## config.mk

```make
export PLATFORM = sky130hd
export DESIGN_NAME = drive_command_ramp_controller
export DESIGN_NICKNAME = d
export VERILOG_FILES = /design/src/design/drcr_pkg.sv /design/src/design/drive_command_ramp_controller.sv /design/src/design/drcr_ctrl.sv /design/src/design/drcr_speed_scale.sv
export SDC_FILE = /design/constraint.sdc
export NUM_CORES = 1
export LEC_CHECK = 0
export BUFFER_PORTS_ARGS = -buffer_cell sky130_fd_sc_hd__buf_2
export CAP_MARGIN = 20
export CORE_MARGIN = 3
export CORE_UTILIZATION = 55
export CTS_CLUSTER_DIAMETER = 120
export CTS_CLUSTER_SIZE = 14
export DETAILED_ROUTE_END_ITERATION = 8
export PLACE_DENSITY_LB_ADDON = 0.1
export SLEW_MARGIN = 10
export SYNTH_ARGS = -nofsm -noshare
export SYNTH_HDL_FRONTEND = slang
export SYNTH_HIERARCHICAL = 1
export SYNTH_SLANG_ARGS = --single-unit
```

## constraint.sdc

```tcl
create_clock -name clock -period 11.3 [get_ports clock]
set_clock_uncertainty 0.05 [all_clocks]
set_input_delay 2.26 -clock clock [delete_from_list [all_inputs] [get_ports clock]]
set_output_delay 2.26 -clock clock [all_outputs]
set_load 0.02 [all_outputs]
```

## src/design/drcr_pkg.sv

```systemverilog
// Package for the drive command ramp controller: payload structs, codes,
// register indexes and reset values. No dependencies.
`timescale 1ns / 1ps

package drcr_pkg;

   // Command bytes.
   localparam logic [7:0] CMD_FORWARD = 8'h46;  // 'F'
   localparam logic [7:0] CMD_BACK    = 8'h42;  // 'B'
   localparam logic [7:0] CMD_LEFT    = 8'h4C;  // 'L'
   localparam logic [7:0] CMD_RIGHT   = 8'h52;  // 'R'

   // Configuration register indexes.
   localparam int unsigned CsrIndexWidth = 2;
   localparam logic [CsrIndexWidth-1:0] CSR_MAX_SPEED     = 2'd0;
   localparam logic [CsrIndexWidth-1:0] CSR_RAMP_STEP     = 2'd1;
   localparam logic [CsrIndexWidth-1:0] CSR_REPORT_PERIOD = 2'd2;
   localparam logic [CsrIndexWidth-1:0] CSR_FULL_SCALE    = 2'd3;

   localparam logic [7:0] MAX_SPEED_RESET     = 8'd200;
   localparam logic [7:0] RAMP_STEP_RESET     = 8'd5;
   localparam logic [7:0] REPORT_PERIOD_RESET = 8'd6;
   localparam logic [7:0] FULL_SCALE_RESET    = 8'd60;

   typedef enum logic [2:0] {
      HEAD_STOP  = 3'd0,
      HEAD_FWD   = 3'd1,
      HEAD_BACK  = 3'd2,
      HEAD_LEFT  = 3'd3,
      HEAD_RIGHT = 3'd4
   } heading_type;

   typedef enum logic [1:0] {
      AXIAL_STOP = 2'd0,
      AXIAL_FWD  = 2'd1,
      AXIAL_BACK = 2'd2
   } axial_type;

   localparam logic [2:0] ACT_NONE     = 3'd0;
   localparam logic [2:0] ACT_FORWARD  = 3'd1;
   localparam logic [2:0] ACT_BACKWARD = 3'd2;
   localparam logic [2:0] ACT_LEFT     = 3'd3;
   localparam logic [2:0] ACT_RIGHT    = 3'd4;
   localparam logic [2:0] ACT_STOP     = 3'd5;

   typedef struct packed {
      logic       command_valid;
      logic [7:0] command_byte;
   } req_type;

   typedef struct packed {
      logic [2:0] drive_action;
      logic [7:0] drive_level;
      logic       reversal_stop;
      logic       report_valid;
      logic [4:0] report_whole;
      logic [3:0] report_tenth;
   } rsp_type;

   typedef struct packed {
      logic [7:0] max_speed;
      logic [7:0] ramp_step;
      logic [7:0] report_period;
      logic [7:0] full_scale_tenths;
   } cfg_type;

   // Word between the control stage and the speed scaling stage.
   typedef struct packed {
      logic [2:0]  drive_action;
      logic [7:0]  drive_level;
      logic        reversal_stop;
      logic        report_valid;
      logic [15:0] scaled_product;
   } mid_type;

endpackage

```

## src/design/drive_command_ramp_controller.sv

```systemverilog
// Top level of the drive command ramp controller: configuration registers
// and the three-stage word pipeline. Depends on drcr_pkg, drcr_ctrl and
// drcr_speed_scale.
//
//   channel | direction | handshake          | word
//   req     | in        | req_valid/req_stall | command_valid, command_byte
//   rsp     | out       | rsp_valid/rsp_stall | action, level, flags, report
//   csr     | in        | csr_valid/csr_ready | csr_index, csr_data
//
// One word per cycle sustained while rsp is not stalled; a word reaches rsp
// through the input register, control stage register and output register.
// The ramp and report state update as a word leaves the input register.
// Synchronous reset empties the pipeline and restores state and registers.
// Each stage holds its word only while the stage after it is full and held,
// so up to three words are taken while rsp is stalled.
`timescale 1ns / 1ps

module drive_command_ramp_controller (
   input  logic                                  clock,
   input  logic                                  reset,
   input  logic                                  req_valid,
   output logic                                  req_stall,
   input  drcr_pkg::req_type                     req_data,
   output logic                                  rsp_valid,
   input  logic                                  rsp_stall,
   output drcr_pkg::rsp_type                     rsp_data,
   input  logic                                  csr_valid,
   output logic                                  csr_ready,
   input  logic [drcr_pkg::CsrIndexWidth-1:0]   csr_index,
   input  logic [7:0]                            csr_data
);
   import drcr_pkg::*;

   cfg_type cfg_ff;
   req_type in_data_ff;
   logic    in_valid_ff;
   mid_type mid_data_ff, mid_data_in;
   logic    mid_valid_ff;
   rsp_type out_data_ff, out_data_in;
   logic    out_valid_ff;

   logic out_move, mid_move, in_move;

   assign out_move  = !out_valid_ff || !rsp_stall;
   assign mid_move  = !mid_valid_ff || out_move;
   assign in_move   = !in_valid_ff || mid_move;
   assign req_stall = !in_move;
   assign csr_ready = 1'b1;

   always_ff @(posedge clock) begin
      if (reset) begin
         cfg_ff.max_speed         <= MAX_SPEED_RESET;
         cfg_ff.ramp_step         <= RAMP_STEP_RESET;
         cfg_ff.report_period     <= REPORT_PERIOD_RESET;
         cfg_ff.full_scale_tenths <= FULL_SCALE_RESET;
      end else if (csr_valid && csr_ready) begin
         case (csr_index)
            CSR_MAX_SPEED:     cfg_ff.max_speed         <= csr_data;
            CSR_RAMP_STEP:     cfg_ff.ramp_step         <= csr_data;
            CSR_REPORT_PERIOD: cfg_ff.report_period     <= csr_data;
            CSR_FULL_SCALE:    cfg_ff.full_scale_tenths <= csr_data;
            default:           ;
         endcase
      end
   end

   drcr_ctrl u_ctrl (
      .clock   (clock),
      .reset   (reset),
      .cfg     (cfg_ff),
      .item    (in_data_ff),
      .advance (in_valid_ff && mid_move),
      .result  (mid_data_in)
   );

   drcr_speed_scale u_scale (
      .stage  (mid_data_ff),
      .result (out_data_in)
   );

   always_ff @(posedge clock) begin
      if (reset) begin
         in_valid_ff  <= 1'b0;
         mid_valid_ff <= 1'b0;
         out_valid_ff <= 1'b0;
      end else begin
         if (in_move) in_valid_ff <= req_valid;
         if (mid_move) mid_valid_ff <= in_valid_ff;
         if (out_move) out_valid_ff <= mid_valid_ff;
      end
   end

   always_ff @(posedge clock) begin
      if (in_move) in_data_ff <= req_data;
      if (mid_move) mid_data_ff <= mid_data_in;
      if (out_move) out_data_ff <= out_data_in;
   end

   assign rsp_valid = out_valid_ff;
   assign rsp_data  = out_data_ff;

endmodule

```

## src/design/drcr_ctrl.sv

```systemverilog
// Control stage: heading, target, ramp and report counter state, plus the
// level times full-scale product. Depends on drcr_pkg.
`timescale 1ns / 1ps

module drcr_ctrl (
   input  logic             clock,
   input  logic             reset,
   input  drcr_pkg::cfg_type cfg,
   input  drcr_pkg::req_type item,
   input  logic             advance,
   output drcr_pkg::mid_type result
);
   import drcr_pkg::*;

   heading_type heading_ff, heading_in;
   axial_type   axial_ff, axial_in;
   logic [7:0]  target_ff, target_in;
   logic [7:0]  level_ff, level_in;
   logic [7:0]  count_ff, count_in;

   logic        reversal;
   logic [7:0]  base_level;
   logic [7:0]  diff;
   logic [8:0]  count_inc;
   logic        report_due;

   always_comb begin
      heading_in = heading_ff;
      axial_in   = axial_ff;
      target_in  = target_ff;
      reversal   = 1'b0;
      if (item.command_valid) begin
         reversal = (axial_ff == AXIAL_FWD && item.command_byte == CMD_BACK) ||
                    (axial_ff == AXIAL_BACK && item.command_byte == CMD_FORWARD);
         case (item.command_byte)
            CMD_FORWARD: begin
               heading_in = HEAD_FWD;
               axial_in   = AXIAL_FWD;
               target_in  = cfg.max_speed;
            end
            CMD_BACK: begin
               heading_in = HEAD_BACK;
               axial_in   = AXIAL_BACK;
               target_in  = cfg.max_speed;
            end
            CMD_LEFT: begin
               heading_in = HEAD_LEFT;
               target_in  = cfg.max_speed;
            end
            CMD_RIGHT: begin
               heading_in = HEAD_RIGHT;
               target_in  = cfg.max_speed;
            end
            default: begin
               heading_in = HEAD_STOP;
               axial_in   = AXIAL_STOP;
               target_in  = 8'd0;
            end
         endcase
      end

      // A reversal drops the level to zero before the ramp runs.
      base_level = reversal ? 8'd0 : level_ff;
      level_in   = base_level;
      diff       = 8'd0;
      if (base_level < target_in) begin
         diff     = target_in - base_level;
         level_in = (diff > cfg.ramp_step) ? base_level + cfg.ramp_step : target_in;
      end else if (base_level > target_in) begin
         diff     = base_level - target_in;
         level_in = (diff > cfg.ramp_step) ? base_level - cfg.ramp_step : target_in;
      end

      count_inc  = {1'b0, count_ff} + 9'd1;
      report_due = count_inc >= {1'b0, cfg.report_period};
      count_in   = report_due ? 8'd0 : count_inc[7:0];

      case (heading_in)
         HEAD_FWD:   result.drive_action = ACT_FORWARD;
         HEAD_BACK:  result.drive_action = ACT_BACKWARD;
         HEAD_LEFT:  result.drive_action = ACT_LEFT;
         HEAD_RIGHT: result.drive_action = ACT_RIGHT;
         default:    result.drive_action = (level_in == 8'd0) ? ACT_STOP : ACT_NONE;
      endcase
      result.drive_level    = level_in;
      result.reversal_stop  = reversal;
      result.report_valid   = report_due;
      result.scaled_product = report_due ? level_in * cfg.full_scale_tenths : 16'd0;
   end

   always_ff @(posedge clock) begin
      if (reset) begin
         heading_ff <= HEAD_STOP;
         axial_ff   <= AXIAL_STOP;
         target_ff  <= 8'd0;
         level_ff   <= 8'd0;
         count_ff   <= 8'd0;
      end else if (advance) begin
         heading_ff <= heading_in;
         axial_ff   <= axial_in;
         target_ff  <= target_in;
         level_ff   <= level_in;
         count_ff   <= count_in;
      end
   end

endmodule

```

## src/design/drcr_speed_scale.sv

```systemverilog
// Speed scaling stage: divides the registered product by 255 and splits the
// tenths value into whole and tenth digits. Depends on drcr_pkg.
`timescale 1ns / 1ps

module drcr_speed_scale (
   input  drcr_pkg::mid_type stage,
   output drcr_pkg::rsp_type result
);
   import drcr_pkg::*;

   logic [16:0] div_sum;
   logic [7:0]  tenths;
   logic [15:0] recip_prod;
   logic [4:0]  whole;
   logic [7:0]  whole_x10;

   always_comb begin
      // Exact floor(x / 255) for every x below 65280.
      div_sum    = {1'b0, stage.scaled_product} + {9'd0, stage.scaled_product[15:8]} + 17'd1;
      tenths     = div_sum[15:8];
      // floor(t / 10) = (t * 205) >> 11 holds for all 8-bit t.
      recip_prod = tenths * 8'd205;
      whole      = recip_prod[15:11];
      whole_x10  = {whole[4:0], 3'b000} + {2'b00, whole, 1'b0};

      result.drive_action  = stage.drive_action;
      result.drive_level   = stage.drive_level;
      result.reversal_stop = stage.reversal_stop;
      result.report_valid  = stage.report_valid;
      result.report_whole  = stage.report_valid ? whole : 5'd0;
      result.report_tenth  = stage.report_valid ? 4'(tenths - whole_x10) : 4'd0;
   end

endmodule

```

-- Word level (Yosys, flattened, before mapping)
Index checks and enable logic that the tools add are counted.
- add/sub/neg operators: 9
- $mul: 2
- order comparisons: 5
- eq/ne operators: 13
- mux-type cells: 14
- bitwise operators: 1
- reductions and logical operators: 21
- operators with widths (cell ; number):
    8-bit 2-to-1 mux ; 8
    8-bit by 7-bit equality test with 1-bit output (second input constant) ; 4
    8-bit greater-than comparator ; 3
    3-bit one-hot mux with 4 select lines ; 2
    8-bit subtractor ; 3
    16-bit by 1-bit adder with 16-bit output (second input constant) ; 1
    16-bit by 8-bit adder with 16-bit output ; 1
    8-bit by 8-bit multiplier with 16-bit output ; 1
    8-bit by 8-bit multiplier with 16-bit output (second input constant) ; 1
    8-bit by 1-bit adder with 9-bit output (second input constant) ; 1
    9-bit by 8-bit greater-or-equal comparator with 1-bit output ; 1
    8-bit adder ; 1
    8-bit logical NOT ; 1
    8-bit < comparator ; 1
    2-bit AND reduction ; 4
    2-bit equality test (second input constant) ; 3
    3-bit by 2-bit equality test with 1-bit output (second input constant) ; 2
    3-bit 2-to-1 mux ; 2
    2-bit one-hot mux with 3 select lines ; 1
    1-bit logical NOT ; 5
    4-bit adder ; 1
    2-bit by 1-bit equality test with 1-bit output (second input constant) ; 2
    1-bit logical OR ; 4
    4-bit OR reduction ; 1
    other kinds (9) ; 11
- bits in registers: 124
- input port bits: 24
- output and inout bits: 25
- word-level logic and storage cells: 90

-- Depth between registers and ports, before layout
- word-level depth: 13
- gate-level depth with buffers: 39
- mapped depth without buffers: 38

-- Cells and area by module
The synthesis kept the hierarchy.
- modules (own cells, without submodules) (module ; times used ; cells each ; area an instance (µm²) ; seq. area each (µm²)):
    drcr_ctrl ; 1 ; 755 ; 5906.9 ; 580.6
    drive_command_ramp_controller ; 1 ; 207 ; 3260.6 ; 2502.4
    drcr_speed_scale ; 1 ; 173 ; 1680.4 ; 0.0

-- Worst setup path after synthesis
OpenSTA, ideal clock, no wires.
- kind: reg2reg
- start: register in_data_ff[0] (netlist name)
- end: register mid_data_ff[14] (netlist name), data pin
- setup time: 0.266 ns
- data arrival time: 7.923 ns
- data required time: 10.984 ns
- setup slack: 3.061 ns
- cell stages (with the launch flop): 35
- path buffers: 2
- period minus slack after synthesis: 8.239 ns
- path through: edfxtp_1 or4b_1 buf_2 o32ai_2 inv_1 ha_1 a21oi_1 o21bai_1 a21o_1 a21oi_1 mux2i_1 nand2_1 ha_1 nand2_1 o21a_1 or2_2 buf_1 a21oi_1 a211oi_1 a211oi_1 nor2_1 and2_1 fa_1 fa_1 fa_1 inv_1 fa_1 inv_1 ha_1 a21o_1 a31oi_1 o21ai_0 o41ai_1 xor2_1 nor2_1
- RTL lines (element ; line ; RTL):
    start, declared ; drive_command_ramp_controller.sv:35 ; req_type in_data_ff;
    start signal, assigned ; drive_command_ramp_controller.sv:94 ; if (in_move) in_data_ff <= req_data;
    end signal, assigned ; drive_command_ramp_controller.sv:95 ; if (mid_move) mid_data_ff <= mid_data_in;
    end, declared ; drive_command_ramp_controller.sv:37 ; mid_type mid_data_ff, mid_data_in;

==> metrics.csv <==
stage;metric;value;unit
clocking;clockBufferDepth;2;
cells_and_area;nets;1368;
timing;period_share;83.55;%
timing;tns;0;ns
synthesis;ys_types;86;
route;routed_wl;23.22;mm
min_path;hold_path_depth;0;
timing;fin_crit;9.442;ns
clocking;post-cts-setup-buffer-count;0;
floorplanning;initial_core_util;57.04;%
grt;grt_use_total;22.11;%
route;drc;0;
min_path;hold_class;reg -> reg;
power;pwr_density_cell;289.1;mW/mm²
synthesis;synth_top_area_share;16.61;%
route;drt-initial-drc-count;436;
min_path;holdCritStartpoint;mid_data_ff[21];
cells_and_area;antenna_cells;0;
cells_and_area;synthToLayoutAreaGrowth;7.993;%
floorplanning;core_area;0.01902;mm²
cells_and_area;design_area;0.01172;mm²
synthesis;syn_avg_cell_area;9.558;µm²
grt;grt_max_degree;88;
clocking;cts_hold_buf;0;
timing;hold_ws;0.3675;ns
worst_setup_path;worstReg2RegEnd;mid_data_ff[14];
clocking;cts_tree;yes;
min_path;hold_path_end;rsp_data[14];
synthesis;synth_top_family_by_area;adder cells;
worst_setup_path;critPathLaunch;in_data_ff[0];
cells_and_area;drive_gt1_share;10.39;%
placed_design;dpl.hpwl;18.39;mm
worst_setup_path;startpoint_type;flip-flop;
synthesis;syn_area;0.01085;mm²
power;power_leakage;5.630;nW
worst_setup_path;path_max_fanout;11;
timing;finalSetupViolCount;0;
floorplanning;dieHeight;146.4;µm
timing;relSlewSlack;40.83;%
timing;hold_viol;0;
power;peakVddDrop;458.2;µV
worst_setup_path;cp.required;11.39;ns
grt;grt_pass1_wl;38.38;mm
placed_design;placed_cell_area;0.01116;mm²
route;wl_per_cell;16.30;µm
synthesis;synth.area.mux_share;4.245;%
worst_setup_path;cp_slowest_cell;or4b_1;
clocking;cts_resized;0;
worst_setup_path;cpPeakStageDelay;0.70;ns
floorplanning;num_rows;50;
route;first_pass_iters;5;
synthesis;synth_xor_area_share;5.271;%
timing;setup_ws;1.858;ns
grt;grt-ovfl-total;0;
worst_setup_path;r2r_start;in_data_ff[0];
synthesis;ys_top_cells_by_area;edfxtp_1 (17%), ha_1 (16%), dfxtp_1 (12%), fa_1 (9.2%), inv_1 (4.3%);
synthesis;synth_most_common_cell;ha_1;
synthesis;async_reset_ff_share;0;%
floorplanning;die_area;0.02144;mm²
clocking;clockRootBuffer;clkbuf_16;
clocking;path_clk_slew;0.05;ns
grt;grt_pass1_vias;7747;
power;finalPower;3.387;mW
worst_setup_path;r2r_slack;1.86;ns
synthesis;yosys-top-cells-count;ha_1 (142), inv_1 (123), nor2_1 (67);
timing;tightestPinTransition;0.8875;ns
route;routed-via-count;7902;
timing;fmax;0.1059;GHz
clocking;clkLatencyLatePin;0.41;ns
worst_setup_path;setup.worst_path.end_class;flip-flop;
synthesis;synth_fa_ha_area_share;25.61;%
grt;antenna_found_initial;0;
route;vias_per_cell;5.545;
synthesis;yosysWarnings;6;
synthesis;ys_seq_area_share;28.42;%
floorplanning;chipWidth;146.4;µm
clocking;h-tree-depth;4;
worst_setup_path;crit_type;reg -> reg;
placed_design;io_buffer_count;47;
worst_setup_path;critPathArrivalTime;9.54;ns
synthesis;synth_compound_area_share;11.75;%
synthesis;syn_nets;1351;
synthesis;synthCells;1135;
placed_design;pre_cts_ws;1.964;ns
synthesis;yosysTopAreaCell;edfxtp_1;
placed_design;globalplace.congestion;0.9382;
route;antenna_left;0;
synthesis;synth-edff-count;60;
worst_setup_path;cp_common_cell;fa_1;
job;max_cap_viol_count;0;
synthesis;yosys.area_share.simple;17.69;%
timing;rsz0062_at_grt;false;
run_status;status;finished, final reports clean;
synthesis;ys.flop_type;dfxtp_1;
clocking;numCtsBuffers;17;
floorplanning;pin_count;49;
clocking;clock_sinks;124;
synthesis;ys_ff_latch;124;
timing;drv_slew;0;
worst_setup_path;r2r_cells;30;
[cell usage in the layout, fill, tap and decap left out, types with 18 or more instances in the layout]
master and instances:
ha_1 142, inv_1 123, nor2_1 67, a21oi_1 64, dfxtp_1 64, nand2_1 61, edfxtp_1 60, and2_1 57
fa_1 50, buf_2 47, mux2i_1 46, nand2b_1 34, xnor2_1 33, xor2_1 26, o21ai_0 25, nor2b_1 24
nand3_1 22, clkbuf_16 18
[metal layers]
metal  part of all wire (%)  up-vias  global-route usage [%]  wire length (µm)
met5                      0        -                       0                 0
met4                    1.6        0                   5.550               372
met3                    4.3       30                   3.911              1004
met2                     47      172                   36.24             10930
met1                     47     3778                   30.56             10910
li1                       -     3922                       -                 -
[stage by stage]
stage               std cells  utilization (%)
floorplan                1135                -
global placement         1393            58.67
detailed placement       1393            58.67
CTS                      1425            61.60
global route             1425            61.60
finish                   1425            61.60
[cell type report]
type,instances,area [µm²]
well taps,260,325.3
clock inverters,9,57.56
multi-input cells,832,7008
flip-flops and latches,124,3083
fillers,1704,7303
inverters,125,469.2
clock buffers,23,499.2
repair buffers,52,272.8
[worst max-delay path: cells and delay by family (launching register included)]
family                     cells  cell delay [ns]
muxes                          2             0.38
and+or+nand+nor                4             1.08
AOI/OAI and AO/OA             13             3.72
buffers and inverters          3             0.28
xor gates and xnor gates       1             0.20
DFF                            1             0.40
adders and majority gates      7             3.04
[worst max path at each step]
stage	slack, ns	endpoint
finish	1.86	mid_data_ff[14]
global route	1.18	mid_data_ff[14]
CTS	1.91	mid_data_ff[14]
detailed placement	1.96	mid_data_ff[15]
global placement	2.13	mid_data_ff[14]
floorplan	3.06	mid_data_ff[14]
[logic make-up after synthesis]
logic type | Yosys count
buffers and inverters | 179
other | 1
adders and majority gates | 192
muxes | 46
xor gates and xnor gates | 62
and+or+nand+nor | 345
AOI/OAI and AO/OA | 186
DFF | 124
[sequential cells by signal, indices dropped and copies added (netlist names)]
register / flops
cfg_ff: 32
in_data_ff: 9
in_valid_ff: 1
mid_data_ff: 29
mid_valid_ff: 1
rsp_data: 22
rsp_valid: 1
u_ctrl/axial_ff: 2
u_ctrl/count_ff: 8
u_ctrl/heading_ff: 3
u_ctrl/level_ff: 8
u_ctrl/target_ff: 8
[report_power, final]
| group | internal (mW) | total [mW] | switching [mW] |
|---|---|---|---|
| combinational | 0.985 | 2.32 | 1.34 |
| sequential | 0.531 | 0.561 | 0.0300 |
| clock | 0.310 | 0.505 | 0.195 |
| total | 1.83 | 3.39 | 1.56 |
Note: power is estimated with default switching activity, not from simulation.
